--- config.mk ---
export PLATFORM = sky130hd
export DESIGN_NAME = ast_ctrl
export DESIGN_NICKNAME = d
export VERILOG_FILES = /design/src/rtl/core/ast_pkg.sv /design/src/rtl/core/ast_ctrl.sv
export SDC_FILE = /design/constraint.sdc
export NUM_CORES = 1
export LEC_CHECK = 0
export BUFFER_PORTS_ARGS = -buffer_cell sky130_fd_sc_hd__buf_2
export CAP_MARGIN = 0
export CORE_MARGIN = 2
export CORE_UTILIZATION = 49
export CTS_CLUSTER_SIZE = 10
export DETAILED_ROUTE_END_ITERATION = 8
export PLACE_DENSITY = 0.76
export SLEW_MARGIN = 20
export SYNTH_ARGS = -nofsm -noshare
export SYNTH_HDL_FRONTEND = slang
export SYNTH_SLANG_ARGS = --single-unit
export TNS_END_PERCENT = 5
--- constraint.sdc ---
create_clock -name clk_i -period 1.85 [get_ports clk_i]
set_input_delay 0.0925 -clock clk_i [delete_from_list [all_inputs] [get_ports clk_i]]
set_output_delay 0.0925 -clock clk_i [all_outputs]
set_load 0.02 [all_outputs]
--- src/rtl/core/ast_pkg.sv ---
// ----------------------------------------------------------------------------
// ast_pkg: shared types and constants of the adaptive sample rate tuner
// Field widths, reset values, register indexes and the controller/datapath
// command and status groups.
// ----------------------------------------------------------------------------
`default_nettype none

package ast_pkg;

  localparam int unsigned TsW      = 64;
  localparam int unsigned GoalW    = 16;
  localparam int unsigned PeriodW  = 30;
  localparam int unsigned RateW    = 24;
  localparam int unsigned CountW   = 32;
  localparam int unsigned ProdW    = RateW + CountW;
  // A rate step is kept to this many bits; anything larger always hits rate_max.
  localparam int unsigned StepW    = 28;
  localparam int unsigned NextW    = StepW + 1;
  localparam int unsigned DivCntW  = 6;
  localparam int unsigned ApbAddrW = 4;
  localparam int unsigned ApbDataW = 32;

  // One tenth scaled by 2^32 and rounded up; exact for dividends below 2^30.
  localparam int unsigned RecipW     = 29;
  localparam int unsigned RecipShift = 32;

  localparam logic [RateW-1:0]   RateFloor    = 24'h010000;
  localparam logic [RateW-1:0]   RateMaxReset = 24'hFFFFFF;
  localparam logic [PeriodW-1:0] PeriodReset  = 30'd1000000000;
  localparam logic [GoalW-1:0]   GoalReset    = 16'd0;
  localparam logic [GoalW-1:0]   RateInertia  = 16'd10;
  localparam logic [RecipW-1:0]  Recip10      = 29'h1999999A;

  localparam logic [DivCntW-1:0] EstSteps = DivCntW'(ProdW - 1);

  typedef enum logic [1:0] {
    RegGoal      = 2'd0,
    RegPeriod    = 2'd1,
    RegRateMax   = 2'd2,
    RegStartRate = 2'd3
  } reg_idx_e;

  typedef struct packed {
    logic [GoalW-1:0]   goal;
    logic [PeriodW-1:0] period;
    logic [RateW-1:0]   rate_max;
    logic [RateW-1:0]   start_rate;
  } cfg_t;

  typedef struct packed {
    logic ts_load;
    logic diff_load;
    logic count_inc;
    logic mul_load;
    logic div_step;
    logic delta_load;
    logic step_load;
    logic apply;
    logic result_load;
    logic adjusted;
  } dp_cmd_t;

  typedef struct packed {
    logic raw;
    logic due;
  } dp_status_t;

endpackage

`default_nettype wire

--- src/rtl/core/ast_ctrl.sv ---
// ----------------------------------------------------------------------------
// ast_ctrl: sequencing controller of the adaptive sample rate tuner
// Walks one interrupt through check, multiply, the estimate division, the
// step by ten and the rate update, and owns the handshakes and the output
// valid flag.
// ----------------------------------------------------------------------------
`default_nettype none

module ast_ctrl
  import ast_pkg::*;
(
  input  wire logic       clk_i,
  input  wire logic       rst_ni,
  input  wire logic       in_valid_i,
  output logic            in_ready_o,
  output logic            out_valid_o,
  input  wire logic       out_ready_i,
  input  wire dp_status_t status_i,
  output dp_cmd_t         cmd_o
);

  typedef enum logic [8:0] {
    StIdle  = 9'b000000001,
    StDiff  = 9'b000000010,
    StCmp   = 9'b000000100,
    StMul   = 9'b000001000,
    StDiv   = 9'b000010000,
    StDelta = 9'b000100000,
    StDiv10 = 9'b001000000,
    StApply = 9'b010000000,
    StEmit  = 9'b100000000
  } state_e;

  state_e             state_q, state_d;
  logic [DivCntW-1:0] cnt_q, cnt_d;
  logic               adj_q, adj_d;
  logic               out_valid_q, out_valid_d;

  assign in_ready_o  = (state_q == StIdle);
  assign out_valid_o = out_valid_q;

  always_comb begin
    state_d     = state_q;
    cnt_d       = cnt_q;
    adj_d       = adj_q;
    out_valid_d = out_valid_q && !out_ready_i;
    cmd_o       = '0;
    unique case (state_q)
      StIdle: begin
        if (in_valid_i) begin
          cmd_o.ts_load = 1'b1;
          adj_d         = 1'b0;
          state_d       = StDiff;
        end
      end
      StDiff: begin
        if (status_i.raw) begin
          state_d = StEmit;
        end else begin
          cmd_o.diff_load = 1'b1;
          state_d         = StCmp;
        end
      end
      StCmp: begin
        if (status_i.due) begin
          state_d = StMul;
        end else begin
          cmd_o.count_inc = 1'b1;
          state_d         = StEmit;
        end
      end
      StMul: begin
        cmd_o.mul_load = 1'b1;
        cnt_d          = EstSteps;
        state_d        = StDiv;
      end
      StDiv: begin
        cmd_o.div_step = 1'b1;
        if (cnt_q == '0) begin
          state_d = StDelta;
        end else begin
          cnt_d = cnt_q - DivCntW'(1);
        end
      end
      StDelta: begin
        cmd_o.delta_load = 1'b1;
        state_d          = StDiv10;
      end
      StDiv10: begin
        cmd_o.step_load = 1'b1;
        state_d         = StApply;
      end
      StApply: begin
        cmd_o.apply = 1'b1;
        adj_d       = 1'b1;
        state_d     = StEmit;
      end
      StEmit: begin
        // The output register is free once its previous transaction completes.
        if (!out_valid_q || out_ready_i) begin
          cmd_o.result_load = 1'b1;
          cmd_o.adjusted    = adj_q;
          out_valid_d       = 1'b1;
          state_d           = StIdle;
        end
      end
      default: begin
        state_d = StIdle;
      end
    endcase
  end

  always_ff @(posedge clk_i or negedge rst_ni) begin
    if (!rst_ni) begin
      state_q     <= StIdle;
      cnt_q       <= '0;
      adj_q       <= 1'b0;
      out_valid_q <= 1'b0;
    end else begin
      state_q     <= state_d;
      cnt_q       <= cnt_d;
      adj_q       <= adj_d;
      out_valid_q <= out_valid_d;
    end
  end

endmodule

`default_nettype wire

==> results.py <==
metrics = {
    "outcome": {
        "status": "finished with violations",
        "failed_checks": "negative setup slack",
    },
    "final_layout": {
        "utilization_pct": 67.35,
        "area_growth_pct": 29.25,
        "nets": 143,
        "n_fill_cell": 167,
        "drive_above_1_share_pct": 40.30,
        "antenna_cells_inserted": 0,
        "fin_area_um2": 1321,
    },
    "sta": {
        "setup_viol": 7,
        "fmax_mhz": 500.2,
        "clock_skew_ps": 2.183,
        "fin_ws_ps": -149.2,
        "hold-worst-slack_ps": 26.42,
        "hold_viol_final": 0,
        "worst_pin_slew_ps": 425.4,
        "period_needed_ps": 1999,
        "slew_headroom_pct": 71.24,
        "slew_violations": 0,
        "rsz0062_at_grt": "true",
        "period_share_pct": 108.1,
    },
    "grt": {
        "use_met1_pct": 26.56,
        "grt_start_max_net_pins": 18,
        "antenna_found_initial": 0,
        "grt.busiest_layer": "met2",
        "overflow": 0,
        "first_global_vias": 869,
        "grt_pass1_wl_mm": 3.891,
        "globalRouteMet3Util_pct": 5.758,
        "gr-usage-all-layers_pct": 21.29,
        "grt.met2_usage_pct": 34.67,
    },
    "drt": {
        "drt_pass1_iterations": 4,
        "ant_nets": 0,
        "vias_per_cell": 5.491,
        "num_vias": 884,
        "wl_mm": 2.397,
        "drt-initial-drc-count": 14,
        "wire_per_inst_um": 14.89,
        "drc": 0,
    },
    "synthesis": {
        "synth_commonest_cells": "dfrtp_1 (16), nand2_1 (9), nor2_1 (9)",
        "synth-seq-cells": 17,
        "yosysUniqueCellTypes": 39,
        "synth_nets": 110,
        "synth_ff_type": "dfrtp_1",
        "synth_most_common_cell": "dfrtp_1",
        "synth_area_leaders": "dfrtp_1 (39%), nor4_4 (4.2%), nand2_1 (3.3%)",
        "syn_area_per_cell_um2": 10.02,
        "netlist_area_um2": 1022,
        "synthDominantCellAreaShare_pct": 39.17,
        "syn_inst": 102,
        "ys.warnings.count": 0,
        "synth.largest_area_cell": "dfrtp_1",
        "yosysSeqAreaShare_pct": 41.74,
        "synthArstFlopShare_pct": 100.0,
        "synth-edff-count": 0,
    },
    "critical_path": {
        "startpoint_type": "register",
        "critPathSlowestCell": "or4_4",
        "cp-startpoint": "state_q[5]$_DFFE_PN0P_",
        "critPathRequiredTime_ps": 1760,
        "arrival_ps": 1910,
        "r2r_start": "state_q[3]$_DFFE_PN0P_",
        "crit_fanout": 5,
        "slowest_delay_ps": 580,
        "cp-endpoint": "cmd_o[9]",
        "cp-end-kind": "primary output",
        "rrSetupSlack_ps": 40,
        "reg2reg_depth": 6,
        "reg2reg_to": "cnt_q[4]$_DFFE_PN0P_",
        "worst-setup-path-type": "register to primary output",
        "path_cells": "or4_4 > nor4_4 > nand2_1 > inv_1 > buf_6",
        "path_buf_inv": 2,
        "crit_cells": 5,
        "path_delay_family": "simple AND/OR/NAND/NOR gates",
    },
    "clock_tree": {
        "clock_latency_ps": 300,
        "clockBufferDepth": 2,
        "cts.sinks": 17,
        "cts.htree.levels": 1,
        "clock_tree.root_cell": "clkbuf_4",
        "cts.clk_slew.worst_paths_ps": 110,
        "cts_tree": "built",
        "cts_made_buffers": 3,
    },
    "floorplan": {
        "ios": 18,
        "fp.dieW_um": 49.68,
        "die_y_um": 49.68,
        "core_area_um2": 1962,
        "die_area_um2": 2468,
        "rows": 16,
        "initial_core_util_pct": 52.10,
    },
    "flow_run": {
        "drv_cap": 0,
    },
    "power_and_ir_drop": {
        "p_leak_uw": 0.0006978,
        "total_power_uw": 1377,
        "power_density_nw_per_um2": 1042,
        "ir_drop_uv": 858.7,
    },
    "worst_hold_path": {
        "worstHoldStart": "in_valid_i",
        "hold_path_class": "primary input to register",
    },
    "place": {
        "gp_congestion": 0.8035,
        "post-dp-hpwl_mm": 1.708,
        "portBuffers": 17,
        "pre_cts_ws_ps": -37.71,
        "post_dp_cell_area_um2": 1189,
    },
}
logic make-up after synthesis:
group                    Yosys count  share of synthesized area [%]
XOR/XNOR                           2                          1.714
flip-flops                        17                          41.74
AO/OA/AOI/OAI                     16                          10.65
AND/OR/NAND/NOR                   55                          38.68
buffers and inverters             10                          4.774
adder cells (fa/ha/maj)            2                          2.448
metrics by stage:
stage,cells,setup TNS [ps]
floorplan,102,0
global placement,152,0
detailed placement,152,-37.71
CTS,160,-682.0
global route,161,-1347
finish,161,-559.7
how the worst min path moves through the flow:
stage	endpoint	slack, ps	cells past startpoint
after floorplan	adj_q$_DFFE_PN0P_	-200	0
after global placement	adj_q$_DFFE_PN0P_	30	1
after detailed placement	adj_q$_DFFE_PN0P_	40	1
after CTS	state_q[1]$_DFFE_PN0P_	20	3
after global routing	state_q[1]$_DFFE_PN0P_	50	3
final	state_q[1]$_DFFE_PN0P_	30	3
tightest hold or removal path, stage by stage:
cell	delay (ps)
buf_2	90
nand2_1	70
inv_1	50
metal layers:
metal / wire [um] / part of all wire, % / up-vias
li1: - / - / 437
met1: 1051 / 44 / 419
met2: 1202 / 50 / 24
met3: 110 / 4.6 / 4
met4: 33 / 1.4 / 0
met5: 0 / 0 / -
where the power goes:
| group | internal [uW] | switching (uW) |
|---|---|---|
| Sequential | 437 | 86.9 |
| Clock | 82.6 | 131 |
| Combinational | 302 | 338 |
| Total | 821 | 555 |
placed cells by master, fill, tap and decap left out, types with 2 or more instances in the layout:
cell type and count:
or2_2 2, buf_2 14, xor2_1 2, nand3_1 4
clkbuf_4 3, nand2_1 8, nand2b_1 4, a21oi_1 3
and3_1 2, a21o_1 2, nor2b_1 3, dfrtp_2 2
inv_1 8, o21ai_0 2, buf_4 13, nor4b_1 2
nor2_1 8, o31ai_1 2, a211oi_1 2, and3_2 2
ha_1 2, dfrtp_1 14, nor4_4 3, dlygate4sd3_1 2
state kept, by name, summed over array words and instances (netlist names):
signal       count
out_valid_o      1
state_q          9
cnt_q            6
adj_q            1
final cells by class:
| class | count | area (um^2) | area share [%] |
|---|---|---|---|
| multi-input cells | 75 | 599.3 | 45.36 |
| repair buffers | 30 | 198.9 | 15.06 |
| clock buffers | 3 | 22.52 | 1.705 |
| flip-flops and latches | 17 | 429.2 | 32.48 |
| clock inverters | 1 | 7.507 | 0.5682 |
| inverters | 8 | 30.03 | 2.273 |
| well taps | 27 | 33.78 | 2.557 |
timing repair:
| action | 4_1_cts | 5_1_grt |
|---|---|---|
| hold buffers | 2 | 0 |
| resized for setup | 7 | 9 |
| buffers inserted | 2 | 1 |
| setup endpoints to repair | 11 | 18 |
| gates cloned | 0 | 0 |
| pin swaps | 4 | 0 |
| endpoints found under the hold margin | 18 | 0 |
(Power assumes the default switching activity.)
