==> src/rtl/core/ast_pkg.sv <==
// ----------------------------------------------------------------------------
// ast_pkg: shared types and constants of the adaptive sample rate tuner
// Field widths, reset values, register indexes and the controller/datapath
// command and status groups.
// ----------------------------------------------------------------------------
`default_nettype none

package ast_pkg;

  localparam int unsigned TsW      = 64;
  localparam int unsigned GoalW    = 16;
  localparam int unsigned PeriodW  = 30;
  localparam int unsigned RateW    = 24;
  localparam int unsigned CountW   = 32;
  localparam int unsigned ProdW    = RateW + CountW;
  // A rate step is kept to this many bits; anything larger always hits rate_max.
  localparam int unsigned StepW    = 28;
  localparam int unsigned NextW    = StepW + 1;
  localparam int unsigned DivCntW  = 6;
  localparam int unsigned ApbAddrW = 4;
  localparam int unsigned ApbDataW = 32;

  // One tenth scaled by 2^32 and rounded up; exact for dividends below 2^30.
  localparam int unsigned RecipW     = 29;
  localparam int unsigned RecipShift = 32;

  localparam logic [RateW-1:0]   RateFloor    = 24'h010000;
  localparam logic [RateW-1:0]   RateMaxReset = 24'hFFFFFF;
  localparam logic [PeriodW-1:0] PeriodReset  = 30'd1000000000;
  localparam logic [GoalW-1:0]   GoalReset    = 16'd0;
  localparam logic [GoalW-1:0]   RateInertia  = 16'd10;
  localparam logic [RecipW-1:0]  Recip10      = 29'h1999999A;

  localparam logic [DivCntW-1:0] EstSteps = DivCntW'(ProdW - 1);

  typedef enum logic [1:0] {
    RegGoal      = 2'd0,
    RegPeriod    = 2'd1,
    RegRateMax   = 2'd2,
    RegStartRate = 2'd3
  } reg_idx_e;

  typedef struct packed {
    logic [GoalW-1:0]   goal;
    logic [PeriodW-1:0] period;
    logic [RateW-1:0]   rate_max;
    logic [RateW-1:0]   start_rate;
  } cfg_t;

  typedef struct packed {
    logic ts_load;
    logic diff_load;
    logic count_inc;
    logic mul_load;
    logic div_step;
    logic delta_load;
    logic step_load;
    logic apply;
    logic result_load;
    logic adjusted;
  } dp_cmd_t;

  typedef struct packed {
    logic raw;
    logic due;
  } dp_status_t;

endpackage

`default_nettype wire

==> src/rtl/core/ast_apb_regs.sv <==
// ----------------------------------------------------------------------------
// ast_apb_regs: configuration registers behind an APB-style port
// Holds goal, tick period, rate ceiling and start rate; a write to the start
// rate also pulses a load of the running rate.
// ----------------------------------------------------------------------------
`default_nettype none

module ast_apb_regs
  import ast_pkg::*;
(
  input  wire logic                clk_i,
  input  wire logic                rst_ni,
  input  wire logic                psel,
  input  wire logic                penable,
  input  wire logic                pwrite,
  input  wire logic [ApbAddrW-1:0] paddr,
  input  wire logic [ApbDataW-1:0] pwdata,
  output logic      [ApbDataW-1:0] prdata,
  output logic                     pready,
  output cfg_t                     cfg_o,
  output logic                     rate_load_o
);

  cfg_t     cfg_q, cfg_d;
  logic     rate_load_q, rate_load_d;
  logic     wr_en;
  reg_idx_e idx;

  assign pready = 1'b1;
  assign wr_en  = psel && penable && pwrite;
  assign idx    = reg_idx_e'(paddr[3:2]);

  always_comb begin
    cfg_d       = cfg_q;
    rate_load_d = 1'b0;
    if (wr_en) begin
      unique case (idx)
        RegGoal:      cfg_d.goal     = pwdata[GoalW-1:0];
        RegPeriod:    cfg_d.period   = pwdata[PeriodW-1:0];
        RegRateMax:   cfg_d.rate_max = pwdata[RateW-1:0];
        RegStartRate: begin
          cfg_d.start_rate = pwdata[RateW-1:0];
          rate_load_d      = 1'b1;
        end
        default: ;
      endcase
    end
  end

  always_comb begin
    unique case (idx)
      RegGoal:      prdata = ApbDataW'(cfg_q.goal);
      RegPeriod:    prdata = ApbDataW'(cfg_q.period);
      RegRateMax:   prdata = ApbDataW'(cfg_q.rate_max);
      RegStartRate: prdata = ApbDataW'(cfg_q.start_rate);
      default:      prdata = '0;
    endcase
  end

  // The load pulse is registered, so the running rate loads once the new start
  // rate sits in its register.
  always_ff @(posedge clk_i or negedge rst_ni) begin
    if (!rst_ni) begin
      cfg_q.goal       <= GoalReset;
      cfg_q.period     <= PeriodReset;
      cfg_q.rate_max   <= RateMaxReset;
      cfg_q.start_rate <= RateFloor;
      rate_load_q      <= 1'b0;
    end else begin
      cfg_q       <= cfg_d;
      rate_load_q <= rate_load_d;
    end
  end

  assign cfg_o       = cfg_q;
  assign rate_load_o = rate_load_q;

endmodule

`default_nettype wire

==> config.mk <==
export PLATFORM = sky130hd
export DESIGN_NAME = ast_apb_regs
export DESIGN_NICKNAME = d
export VERILOG_FILES = /design/src/rtl/core/ast_pkg.sv /design/src/rtl/core/ast_apb_regs.sv
export SDC_FILE = /design/constraint.sdc
export NUM_CORES = 1
export LEC_CHECK = 0
export BUFFER_PORTS_ARGS = -buffer_cell sky130_fd_sc_hd__buf_2
export CAP_MARGIN = 20
export CORE_MARGIN = 2
export CORE_UTILIZATION = 49
export CTS_CLUSTER_SIZE = 40
export DETAILED_ROUTE_END_ITERATION = 7
export MAX_ROUTING_LAYER = met4
export PLACE_DENSITY = 0.81
export SETUP_SLACK_MARGIN = 0.1
export SLEW_MARGIN = 20
export SYNTH_ARGS = -nofsm -noshare
export SYNTH_HDL_FRONTEND = slang
export SYNTH_SLANG_ARGS = --single-unit
==> constraint.sdc <==
create_clock -name clk_i -period 1.8 [get_ports clk_i]
set_clock_uncertainty 0.05 [all_clocks]
set_input_delay 0.27 -clock clk_i [delete_from_list [all_inputs] [get_ports clk_i]]
set_output_delay 0.27 -clock clk_i [all_outputs]
set_load 0.02 [all_outputs]
==> flow_summary.toml, run 1 <==
[run_status]
status = "completed"

[detailed_routing]
vias_per_cell = 5.26
route.vias.total = 3072
drt-wirelength-per-cell_um = 18.2
postRouteAntennaNets = 0
drcViolationCount = 0
dr.first_iter.drc_count = 48
totalWireLength_um = 10600
drt_first_pass_iters = 4

[place]
dpl.cell_count = 522
dpl_cell_area_um2 = 5250
dp_hpwl_um = 7080
port-buffer-count = 161
place_congestion = 0.764

[floorplanning]
pin_count = 169
core_area_um2 = 8590
placementRows = 34
start_util = 0.498
die-area_um2 = 9490
fp.dieH_um = 97.4
fp.dieW_um = 97.4

[synth]
ys_seq_elements = 95
synthCells = 256
avgSynthCellArea_um2 = 16.7
seq_area_frac_synth = 0.567
yosysTopAreaCell = "dfrtp_1"
ys_warn_count = 0
synth_area_um2 = 4280
synth_top_area_share = 0.333
ys_types = 19
synth_area_leaders = "dfrtp_1, mux2_2, dfstp_2"

[timing]
tightest_slew_ps = 506
fmax_mhz = 581
slew_viol_final = 0
rsz0062_at_grt = "true"
finalSetupTns_ps = 0
setup_viol = 0
period_share = 0.957
worst_hold_slack_ps = 102
timing_hold_violations_final = 0
finalCriticalPeriod_ps = 1720
relSlewSlack = 0.662

[clocking]
cts.clk_slew.worst_paths_ps = 110
cts_tree = "yes"
cts_buffers = 9
ctsRootBufferMaster = "clkbuf_8"
htreeDepth = 3
insertion_delay_ps = 340
clk_path_buf_depth = 2
cts.sinks = 95

[global_route]
first_global_vias = 3235
grt_pass1_wl_um = 16900
grt_max_degree = 96
grt_usage = 0.231
grt-ovfl-total = 0
antenna_found_initial = 0

[worst_setup_path]
worst-path-buf-inv = 1
cp.arrival_ps = 1400
critPathLaunchType = "flop"
criticalPathCategory = "flop to output port"
critPathMaxStageDelay_ps = 480
cp_max_fo = 3
critPathTopFamily = "multiplexers"
endpoint_kind = "output port"
cp.required_ps = 1480
rrSetupSlack_ps = 720
cp_cell_sequence = "mux4_2 -> buf_6"
slowest_stage = "mux4_2"

[run]
max-cap-violations = 0

[final_layout]
final_common_cell = "buf_2"
diodes = 0
fin_util = 0.688
area_growth_pct = 38.2
fin_area_um2 = 5910
nets = 512
n_fill_cell = 625
mostFrequentLayoutCells = "buf_2, mux2_2, buf_4"
final_layout_size_suffix_gt1_frac = 0.832
final_cells = 584

[hold_path]
hold_class = "input port to flop"

[power]
ir_worst_vdd_mv = 0.634
p_per_area_nw_per_um2 = 1260
power.leakage_nw = 2.92
==> report_power, final <==
group | internal, mW | switching, mW | total [mW]
Sequential | 2.77 | 0.330 | 3.10
Combinational | 1.52 | 1.54 | 3.06
Clock | 0.521 | 0.793 | 1.31
Total | 4.81 | 2.67 | 7.47
==> per-stage QoR <==
| stage | power [mW] | setup WS (ps) |
|---|---|---|
| 6_report | 7.47 | 78.1 |
| 2_1_floorplan | 4.74 | 191 |
| 5_1_grt | 7.84 | 30.8 |
| 3_3_place_gp | 5.58 | 77.4 |
| 3_5_place_dp | 5.68 | 49.5 |
| 4_1_cts | 7.34 | 50.4 |
==> Yosys cell counts <==
library cell  instances
mux2_2               92
dfrtp_1              57
dfstp_2              38
mux4_2               16
mux2_4               10
a22o_1                8
and2_1                7
buf_2                 7
buf_4                 5
buf_6                 3
clkbuf_1              3
conb_1                2
nand3_1               2
and3_1                1
buf_8                 1
inv_1                 1
nor2b_2               1
nor3b_2               1
or3_4                 1
==> metal layers <==
layer / GRT usage / up-vias / part of all wire
met1: 0.293 / 1568 / 0.43
met5: - / - / 0
met4: 0.0620 / 0 / 0.014
met3: 0.0475 / 14 / 0.058
met2: 0.382 / 124 / 0.50
li1: - / 1366 / -
==> registers in the layout (all words and copies together), names as in the netlist <==
register	cells
cfg_o	94
rate_load_o	1
==> path summary, 6_finish.rpt <==
check                        endpoint       start  cells past startpoint
max                        prdata[14]   cfg_o[92]                      2
min                         cfg_o[72]  pwdata[24]                      2
max reg2reg                 cfg_o[93]   cfg_o[93]                      3
min reg2reg                 cfg_o[85]   cfg_o[85]                      1
max in group asynchronous   cfg_o[47]      rst_ni                      3
min in group asynchronous   cfg_o[91]      rst_ni                      3
==> cells by family after synthesis <==
logic type / after synthesis / synth area share
flops: 95 / 0.567
mux: 118 / 0.362
simple gates: 13 / 0.0216
other cells: 2 / 0.00176
buf+inv: 20 / 0.0319
compound gates: 8 / 0.0164
==> area by class of cell <==
| cell class | count | area (um^2) | area share |
|---|---|---|---|
| clock inverters | 7 | 55.1 | 0.00931 |
| clock buffers | 9 | 124 | 0.0209 |
| well taps | 108 | 135 | 0.0229 |
| repair buffers | 222 | 1440 | 0.244 |
| multi-input cells | 142 | 1730 | 0.292 |
| flip-flops and latches | 95 | 2420 | 0.410 |
| inverters | 1 | 3.75 | 0.000635 |
==> worst register-to-register path, stage by stage, from the launching register on <==
cell and delay, ps:
dfrtp_1 420, buf_4 140, buf_4 130, mux2_4 240
==> what timing repair did <==
| item | CTS | global route |
|---|---|---|
| buffers inserted | 33 | 12 |
| pin swaps | 1 | 0 |
| gates resized for setup | 24 | 20 |
| hold endpoints to repair | 57 | 0 |
| hold buffers | 1 | 0 |
| endpoints found under the setup margin | 19 | 24 |
Note: power is estimated with default switching activity, not from simulation.
==> inputs of run 2 (changes only) <==
--- a/config.mk
+++ b/config.mk
@@ -8,12 +8,12 @@
 export BUFFER_PORTS_ARGS = -buffer_cell sky130_fd_sc_hd__buf_2
 export CAP_MARGIN = 20
 export CORE_MARGIN = 2
-export CORE_UTILIZATION = 49
+export CORE_UTILIZATION = 52
+export CTS_CLUSTER_DIAMETER = 120
 export CTS_CLUSTER_SIZE = 40
 export DETAILED_ROUTE_END_ITERATION = 7
 export MAX_ROUTING_LAYER = met4
-export PLACE_DENSITY = 0.81
-export SETUP_SLACK_MARGIN = 0.1
+export PLACE_DENSITY = 0.85
 export SLEW_MARGIN = 20
 export SYNTH_ARGS = -nofsm -noshare
 export SYNTH_HDL_FRONTEND = slang
==> constraint.sdc (replaced) <==
create_clock -name clk_i -period 2.19 [get_ports clk_i]
set_clock_uncertainty 0.05 [all_clocks]
set_input_delay 0.3285 -clock clk_i [delete_from_list [all_inputs] [get_ports clk_i]]
set_output_delay 0.3285 -clock clk_i [all_outputs]
set_load 0.02 [all_outputs]
==> flow_summary.toml, run 2 (synthesis gave the netlist of run 1 again) <==
[worst_setup_path]
r2r-start = "cfg_o[89]"
cp.arrival_ps = 1530
critPathLaunch = "paddr[2]"
crit_top_cell = "buf_2"
criticalPathCategory = "input port to output port"
cp_cell_sequence = "buf_2 -> buf_4 -> mux4_2 -> buf_2"
cp_max_fo = 8
critPathMaxStageDelay_ps = 520
slowest_stage = "mux4_2"
endpoint_kind = "output port"
critPathLaunchType = "input port"
cp.required_ps = 1810

[clocking]
cts_tree = "yes"
ctsRootBufferMaster = "clkbuf_8"
clk_path_buf_depth = 2
htreeDepth = 3
cts.clk_slew.worst_paths_ps = 90
cts_setup_buffers = 0
cts.sinks = 95
insertion_delay_ps = 340
cts_resized = 0
cts_buffers = 9

[detailed_routing]
drcViolationCount = 0
dr.first_iter.drc_count = 46
totalWireLength_um = 9870
route.vias.total = 2831
vias_per_cell = 5.28
drt_first_pass_iters = 4
drt-wirelength-per-cell_um = 18.4
postRouteAntennaNets = 0

[final_layout]
n_fill_cell = 598
mostFrequentLayoutCells = "buf_2, mux2_2, dfrtp_1"
fin_util = 0.677
area_growth_pct = 28.2
largest_register_ff_count = 94
nets = 466
final_common_cell = "buf_2"
final_layout_size_suffix_gt1_frac = 0.812

[timing]
slew_viol_final = 0
rsz0062_at_grt = "false"
setup_viol = 0
timing_hold_violations_final = 0
fmax_mhz = 523
finalCriticalPeriod_ps = 1910
finalSetupTns_ps = 0
period_share = 0.872

[floorplanning]
fp.dieH_um = 94.7
pin_count = 169
core_area_um2 = 8090
placementRows = 33
die-area_um2 = 8970
start_util = 0.529
fp.dieW_um = 94.7

[power]
swShare = 0.339
p_per_area_nw_per_um2 = 1090
seqPwrFrac = 0.430
p_switching_mw = 2.03
ir_worst_vdd_mv = 0.567
combPwrFrac = 0.339
clock_power_share = 0.230
power.leakage_nw = 2.68
power.internal_mw = 3.97

[run]
max-cap-violations = 0

[global_route]
grt-ovfl-total = 0
grt_max_degree = 36
antenna_found_initial = 0
grt_pass1_wl_um = 15500
first_global_vias = 3008
grt_usage = 0.234

[place]
place_congestion = 0.761
dp_hpwl_um = 7150
port-buffer-count = 161

[run_status]
status = "completed"

[hold_path]
hold_start = "pwdata[29]"
hold_class = "input port to flop"
run 2: metrics by stage:
step	std cells	instance area, um^2	worst slack (ps)	hold WS, ps	total power, mW
after CTS	535	5480	267	137	6.06
final	536	5480	279	157	6.00
after floorplan	257	4280	464	-17.1	3.89
after global routing	535	5480	230	151	6.30
after detailed placement	518	5230	268	233	4.66
after global placement	518	5230	272	229	4.58
run 2: final timing paths:
kind / endpoint / slack [ps] / cells past startpoint
min in group asynchronous: cfg_o[61] / 390 / 2
worst min register to register: cfg_o[23] / 480 / 1
max in group asynchronous: cfg_o[41] / 1040 / 3
worst min-delay path: cfg_o[77] / 160 / 2
worst max-delay path: prdata[11] / 280 / 4
worst max register to register: cfg_o[89] / 1350 / 1
run 2: routing by layer:
layer | track usage | vias up | part of all wire
met5 | - | - | 0
met4 | 0.0749 | 0 | 0.011
met3 | 0.0479 | 10 | 0.068
met2 | 0.378 | 123 | 0.50
met1 | 0.298 | 1417 | 0.42
li1 | - | 1281 | -
run 2: layout make-up:
type,instances,area [um^2],share of cell area
clock buffers,11,141,0.0258
multi-input cells,142,1730,0.315
flip-flops and latches,95,2420,0.442
repair buffers,176,948,0.173
clock inverters,5,104,0.0189
diodes,1,2.50,0.000456
inverters,1,3.75,0.000685
well taps,105,131,0.0240
run 2: worst max-delay path, delay by kind of cell:
kind     cells  cell delay (ps)
buf+inv      3              670
mux          1              520
run 2: timing repair:
item                       4_1_cts  5_1_grt
setup endpoints to repair        0        0
hold buffers                     1        0
hold endpoints to repair        16        0
run 2: power groups by stage:
| stage | clock [mW] | sequential (mW) | combinational [mW] |
|---|---|---|---|
| 6_report | 1.38 | 2.58 | 2.03 |
| 5_1_grt | 1.49 | 2.64 | 2.17 |
| 4_1_cts | 1.42 | 2.58 | 2.06 |
| 3_5_place_dp | 0 | 2.61 | 2.05 |
| 3_3_place_gp | 0 | 2.57 | 2.01 |
| 2_1_floorplan | 0 | 3.08 | 0.810 |
==> inputs of run 3 (changes only) <==
--- a/config.mk
+++ b/config.mk
@@ -7,13 +7,15 @@
 export LEC_CHECK = 0
 export BUFFER_PORTS_ARGS = -buffer_cell sky130_fd_sc_hd__buf_2
 export CAP_MARGIN = 20
+export CELL_PAD_IN_SITES_DETAIL_PLACEMENT = 0
+export CELL_PAD_IN_SITES_GLOBAL_PLACEMENT = 2
 export CORE_MARGIN = 2
-export CORE_UTILIZATION = 52
+export CORE_UTILIZATION = 35
 export CTS_CLUSTER_DIAMETER = 120
 export CTS_CLUSTER_SIZE = 40
 export DETAILED_ROUTE_END_ITERATION = 7
 export MAX_ROUTING_LAYER = met4
-export PLACE_DENSITY = 0.85
+export PLACE_DENSITY_LB_ADDON = 0.1
 export SLEW_MARGIN = 20
 export SYNTH_ARGS = -nofsm -noshare
 export SYNTH_HDL_FRONTEND = slang
==> flow_summary.toml, run 3 (synthesis gave the netlist of run 1 again) <==
[run_status]
status = "completed"

[worst_setup_path]
endpoint_kind = "output port"
cp.arrival_ps = 1460
slowest_stage = "mux4_2"
crit_top_cell = "buf_2"
cp_cell_sequence = "buf_2 -> buf_4 -> mux4_2 -> buf_2"
critPathMaxStageDelay_ps = 550
critPathLaunchType = "input port"
cp.required_ps = 1810
cp_max_fo = 11
criticalPathCategory = "input port to output port"

[detailed_routing]
vias_per_cell = 4.89
dr.first_iter.drc_count = 153
route.vias.total = 2825
drcViolationCount = 0
drt_first_pass_iters = 4
drt-wirelength-per-cell_um = 18.3
postRouteAntennaNets = 0
totalWireLength_um = 10600

[timing]
timing.final.ws_setup_ps = 350
timing_hold_violations_final = 0
fmax_mhz = 544
slew_viol_final = 0
setup_viol = 0
worst_hold_slack_ps = 164
finalCriticalPeriod_ps = 1840
period_share = 0.840
rsz0062_at_grt = "false"
finalSetupTns_ps = 0

[run]
max-cap-violations = 0

[floorplanning]
placementRows = 40
pin_count = 169
die-area_um2 = 13100
fp.dieH_um = 115
start_util = 0.358
core_area_um2 = 12000
fp.dieW_um = 115

[final_layout]
fin_util = 0.466
final_cells = 578
final_common_cell = "buf_2"
fin_area_um2 = 5580
n_fill_cell = 1114
nets = 467
multiInputGateArea_um2 = 1730
largest_register_ff_count = 94
mostFrequentLayoutCells = "buf_2, mux2_2, dfrtp_1"
final_layout_size_suffix_gt1_frac = 0.810
area_growth_pct = 30.4
ff_latch_area_um2 = 2420
diodes = 0

[place]
port-buffer-count = 161
dp_hpwl_um = 7640
pre_cts_ws_ps = 268
dpl.cell_count = 561
dpl_cell_area_um2 = 5270
place_congestion = 0.711

[clocking]
cts_setup_buffers = 0
insertion_delay_ps = 340
clk_path_buf_depth = 2
cts_tree = "yes"
cts_buffers = 9
ctsRootBufferMaster = "clkbuf_16"
htreeDepth = 3
cts.clk_slew.worst_paths_ps = 60
cts.sinks = 95

[power]
ir_worst_vdd_mv = 0.381
power.leakage_nw = 2.70
total_power_mw = 6.17
p_per_area_nw_per_um2 = 1110

[global_route]
first_global_vias = 2858
grt_max_degree = 50
grt-ovfl-total = 0
grt_usage = 0.172
grt_pass1_wl_um = 16500
antenna_found_initial = 0

[hold_path]
hold_class = "input port to flop"
-- run 3: cell count changes in the layout (fill, tap and decap cells not counted), moves of 2 or more --
cell       delta
clkbuf_16     +9
clkbuf_1      +2
buf_4         +2
bufinv_16     -2
clkbuf_8      -9
-- run 3: repair_timing --
item | in CTS | in global routing
hold buffers | 1 | 0
endpoints found under the hold margin | 23 | 0
gates resized for setup | 0 | 0
-- run 3: final timing paths --
path	from	to	slack, ps	cells past startpoint
min in group asynchronous	rst_ni	cfg_o[87]	420	2
setup reg to reg	cfg_o[69]	cfg_o[69]	1330	1
max in group asynchronous	rst_ni	cfg_o[59]	990	3
hold reg to reg	cfg_o[74]	cfg_o[74]	470	1
hold / removal	pwdata[26]	cfg_o[74]	160	2
setup / recovery	paddr[2]	prdata[3]	350	4
-- run 3: final cells by class --
cell class | instances | share of cell area
Inverter | 1 | 0.000673
Tap cell | 147 | 0.0330
Sequential cell | 95 | 0.435
Multi-Input combinational cell | 142 | 0.310
Clock inverter | 3 | 0.00763
Clock buffer | 13 | 0.0449
Timing Repair Buffer | 177 | 0.169
-- run 3: worst max-delay path: cells and delay by family --
kind | cells | cell delay, ps
buffers and inverters | 3 | 570
multiplexers | 1 | 550
-- run 3: metal layers --
metal / global-route usage / vias to the layer above / part of all wire
met1: 0.224 / 1434 / 0.45
met5: - / - / 0
met4: 0.0675 / 0 / 0.017
met2: 0.254 / 110 / 0.46
met3: 0.0492 / 12 / 0.071
li1: - / 1269 / -
-- run 3: power by group --
part	internal, mW	leakage, nW	switching (mW)	total [mW]
logic	0.888	1.46	1.13	2.02
clock network	0.916	0.140	0.644	1.56
registers	2.28	1.10	0.307	2.59
